**src/sv/rx_byte_buffer_with_waiter_queue_macros.svh**
```systemverilog
`ifndef RX_BYTE_BUFFER_WITH_WAITER_QUEUE_MACROS_SVH
`define RX_BYTE_BUFFER_WITH_WAITER_QUEUE_MACROS_SVH

// checked only outside reset
`define RXBWQ_ASSERT(label, prop, msg) \
   label: assert property (@(posedge clock) disable iff (reset) (prop)) else $error(msg);

// checked at every edge, reset included
`define RXBWQ_ASSERT_ALWAYS(label, prop, msg) \
   label: assert property (@(posedge clock) (prop)) else $error(msg);

`endif

```
**src/sv/rxbwq_ram.sv**
```systemverilog
`default_nettype none

module rxbwq_ram #(
   parameter int WIDTH = 8,
   parameter int DEPTH = 512
) (
   input  wire logic                     clock,
   input  wire logic                     wr_en,
   input  wire logic [$clog2(DEPTH)-1:0] wr_addr,
   input  wire logic [WIDTH-1:0]         wr_data,
   input  wire logic                     rd_en,
   input  wire logic [$clog2(DEPTH)-1:0] rd_addr,
   output logic      [WIDTH-1:0]         rd_data
);

   logic [WIDTH-1:0] mem [DEPTH];
   logic [WIDTH-1:0] rd_data_ff;

   always_ff @(posedge clock) begin
      if (wr_en) begin
         mem[wr_addr] <= wr_data;
      end
      if (rd_en) begin
         rd_data_ff <= mem[rd_addr];
      end
   end

   assign rd_data = rd_data_ff;

endmodule

`default_nettype wire

```
**config.mk**
```make
export PLATFORM = sky130hd
export DESIGN_NAME = rxbwq_ram
export DESIGN_NICKNAME = d
export VERILOG_FILES = /design/src/sv/rx_byte_buffer_with_waiter_queue_macros.svh /design/src/sv/rxbwq_ram.sv
export SDC_FILE = /design/constraint.sdc
export NUM_CORES = 2
export LEC_CHECK = 0
export ABC_AREA = 1
export BUFFER_PORTS_ARGS = -buffer_cell sky130_fd_sc_hd__buf_2
export CORE_UTILIZATION = 50
export CTS_CLUSTER_DIAMETER = 30
export CTS_CLUSTER_SIZE = 12
export DETAILED_ROUTE_END_ITERATION = 10
export PLACE_DENSITY = 0.68
export RECOVER_POWER = 100
export SYNTH_ARGS = -nofsm -noshare
export SYNTH_HDL_FRONTEND = slang
export SYNTH_SLANG_ARGS = --single-unit
```
**constraint.sdc**
```tcl
create_clock -name clock -period 3 [get_ports clock]
set_input_delay 0.15 -clock clock [delete_from_list [all_inputs] [get_ports clock]]
set_output_delay 0.15 -clock clock [all_outputs]
set_load 0.005 [all_outputs]
```
==> out/metrics.cfg <==
[timing]
fmax_ghz=0.341
worstMarginPinSlew_ns=2.92
period_minus_slack_ns=2.93
fin_skew_ns=0.0524
fin_ws_ns=0.0676
hold_violations=0
drv_slew=650
maxSlewHeadroom=-0.947
rsz0062_at_grt=false
setup_viol=0
period_share=0.977

[finish]
final_layout_size_suffix_gt1_frac=0.110
fin_nets=14500
nFillCells=25200
multi_input_area_sq_mm=0.0381
synthToLayoutAreaGrowth_pct=18.3
stdcell_area_sq_mm=0.197
regArea_sq_mm=0.123

[clocking]
cts_resized=0
htreeDepth=6
post_cts_buffers=0
clockBufferDepth=4
root_buffer=clkbuf_16
cts_tree=yes
clkSinkCount=4104
insertion_delay_ns=1.06
clk_pin_slew_ns=0.05
cts_buffers=663

[place]
preCtsSetupSlack_ns=-0.0387
dpl.hpwl_mm=284
place_area_sq_mm=0.176
gp_congestion=0.913
io_buffers=36

[synthesis]
synth_area_leaders=edfxtp_1, nand3_1, nand2_1, buf_2, nor2_1
synthXorXnorAreaFrac=0
synth.most_common_cell=nand2_1
synth_top_area_share=0.739
syn_nets=13900
synth-seq-area-share=0.739
yosys_warnings=0
synth_top_area_cell=edfxtp_1
synth_edf_count=4104
synth_fa_ha_area_frac=0
synth_flop_cell=edfxtp_1
ys_ff_latch=4104
synthArstFlopShare=0
synthDistinctLibCells=15
avgSynthCellArea_sq_um=12.0
synth_cells=13900
synth_top_family_by_area=simple AND/OR/NAND/NOR gates
synth_area_sq_mm=0.167
synth-simple-area-share=0.228
ys_top_cells_by_count=nand2_1, edfxtp_1, nand3_1, buf_2, nor2_1
synth-compound-area-share=0
muxShareOfSynthArea=0

[routing]
vias=114000
drcViolationCount=0
postRouteAntennaNets=0
drt-pass1-iter-count=6
dr.first_iter.drc_count=14800
wl_mm=477
wire_per_inst_microns=24.5
via_per_inst=5.86

[global_route]
grtUsageTotal=0.281
grt_max_degree=123
first_global_vias=110000
grt_pass1_wl_mm=704
antenna_found_initial=16
grt_overflow_total=0

[critical_path]
critical_path_arrival_ns=3.54
crit_family=buffers and inverters
start_kind=primary input
crit_required_ns=3.60
crit_fanout=12
crit_chain=dlygate4sd3_1 -> clkbuf_1 -> inv_1 -> nor3_1 -> clkbuf_1 -> nand2_4 -> clkbuf_1 -> nor2_1
crit_top_cell=clkbuf_1
slowest_delay_ns=1.59
crit_type=in2reg
cpMaxStageDelayCell=clkbuf_1
cp-end-kind=flip-flop
critPathBufInv=5

[worst_hold_path]
worstHoldPathType=in2reg

[floorplan]
core_region_area_sq_mm=0.331
fp.dieW_microns=580
start_util=0.504
dieArea_sq_mm=0.336
ios=37
die_h_microns=580
num_rows=211

[power]
cellPowerDensity_mw_per_mm2=750
p_total_mw=148
peakVddDrop_uv=512
leakage_nw=69.6

[run]
drv_cap=19

[outcome]
violations=capacitance limit, slew limit
status=complete, but fails checks

## report_power, final
group          total (mW)  internal, mW  leakage [nW]  switching, mW
clock network        77.0          49.3          10.9           27.7
registers            63.4          63.3          36.9         0.0561
logic                7.72          2.02          21.8           5.70
## cell families after synthesis
family,after synthesis
simple gates,8765
flops,4104
buf+inv,1022
## placed cells by master (no fill, tap or decap), types with 6 or more instances in the layout
cell type	synthesis	routed
nand3_1	4080	4080
clkinv_1	0	86
inv_1	34	32
clkbuf_4	0	15
clkinvlp_4	0	77
clkinv_8	0	17
dlygate4sd3_1	0	14
buf_4	123	343
inv_6	0	51
nand2_1	4160	4152
clkbuf_2	0	38
edfxtp_1	4104	4104
nor3_1	11	11
nor2_1	514	512
diode_2	0	11
bufinv_16	0	93
clkinv_2	0	95
clkinv_16	0	8
nand2_4	0	8
clkbuf_16	0	670
clkinv_4	0	43
clkbuf_1	184	428
inv_8	0	6
inv_16	0	13
buf_12	1	150
buf_2	517	15
## worst reg2reg max path, stage by stage, from the launching register on
cell	delay, ns
edfxtp_1	0.36
nand2_1	0.08
nand3_1	0.08
nand3_1	0.13
nand3_1	0.12
nand3_1	0.16
nand3_1	0.32
nand3_1	0.24
nand3_1	0.22
nand3_1	0.14
dlygate4sd3_1	0.56
nand2_1	0.05
## metal layers
metal  track usage  part of all wire  wire (microns)  up-vias
met1         0.372              0.37          179000    55400
met4         0.145             0.052           24900        6
met3        0.0505              0.10           47500     1132
met2         0.448              0.47          226000     6441
met5             0          0.000086              41        -
li1              -                 -               -    51000
## through the flow
stage / utilization / hold WS [ns] / TNS [ns] / std cells
6_report: 0.596 / 0.0612 / 0 / 19400
2_1_floorplan: - / 0.249 / 0 / 13900
4_1_cts: 0.602 / 0.00199 / 0 / 19400
3_3_place_gp: 0.533 / 0.582 / -0.0628 / 18200
3_5_place_dp: 0.533 / 0.586 / -0.0387 / 18200
5_1_grt: 0.596 / 0.0921 / 0 / 19400
## path summary, 6_finish.rpt
kind	startpoint	endpoint	slack, ns	cells after the start
setup reg to reg	mem[463][7]	rd_data[7]	0.31	11
hold / removal	rd_addr[6]	rd_data[4]	0.06	6
hold reg to reg	mem[483][5]	rd_data[5]	1.12	10
setup / recovery	wr_en	mem[399][0]	0.07	8
## sequential cells by signal, indices dropped and copies added (netlist names)
| register | cells |
|---|---|
| rd_data | 8 |
| mem | 4096 |
## area by class of cell
| class | count | share of cell area |
|---|---|---|
| Timing Repair Buffer | 940 | 0.0382 |
| Antenna cell | 11 | 0.000139 |
| Clock buffer | 740 | 0.0863 |
| Inverter | 39 | 0.00103 |
| Clock inverter | 483 | 0.0292 |
| Sequential cell | 4104 | 0.625 |
| Tap cell | 4366 | 0.0277 |
| Multi-Input combinational cell | 8765 | 0.193 |
## repair_timing
action | 4_1_cts | 5_1_grt
hold buffers | 14 | 0
hold endpoints to repair | 4001 | 0
setup endpoints to repair | 0 | 0
(Power assumes the default switching activity.)
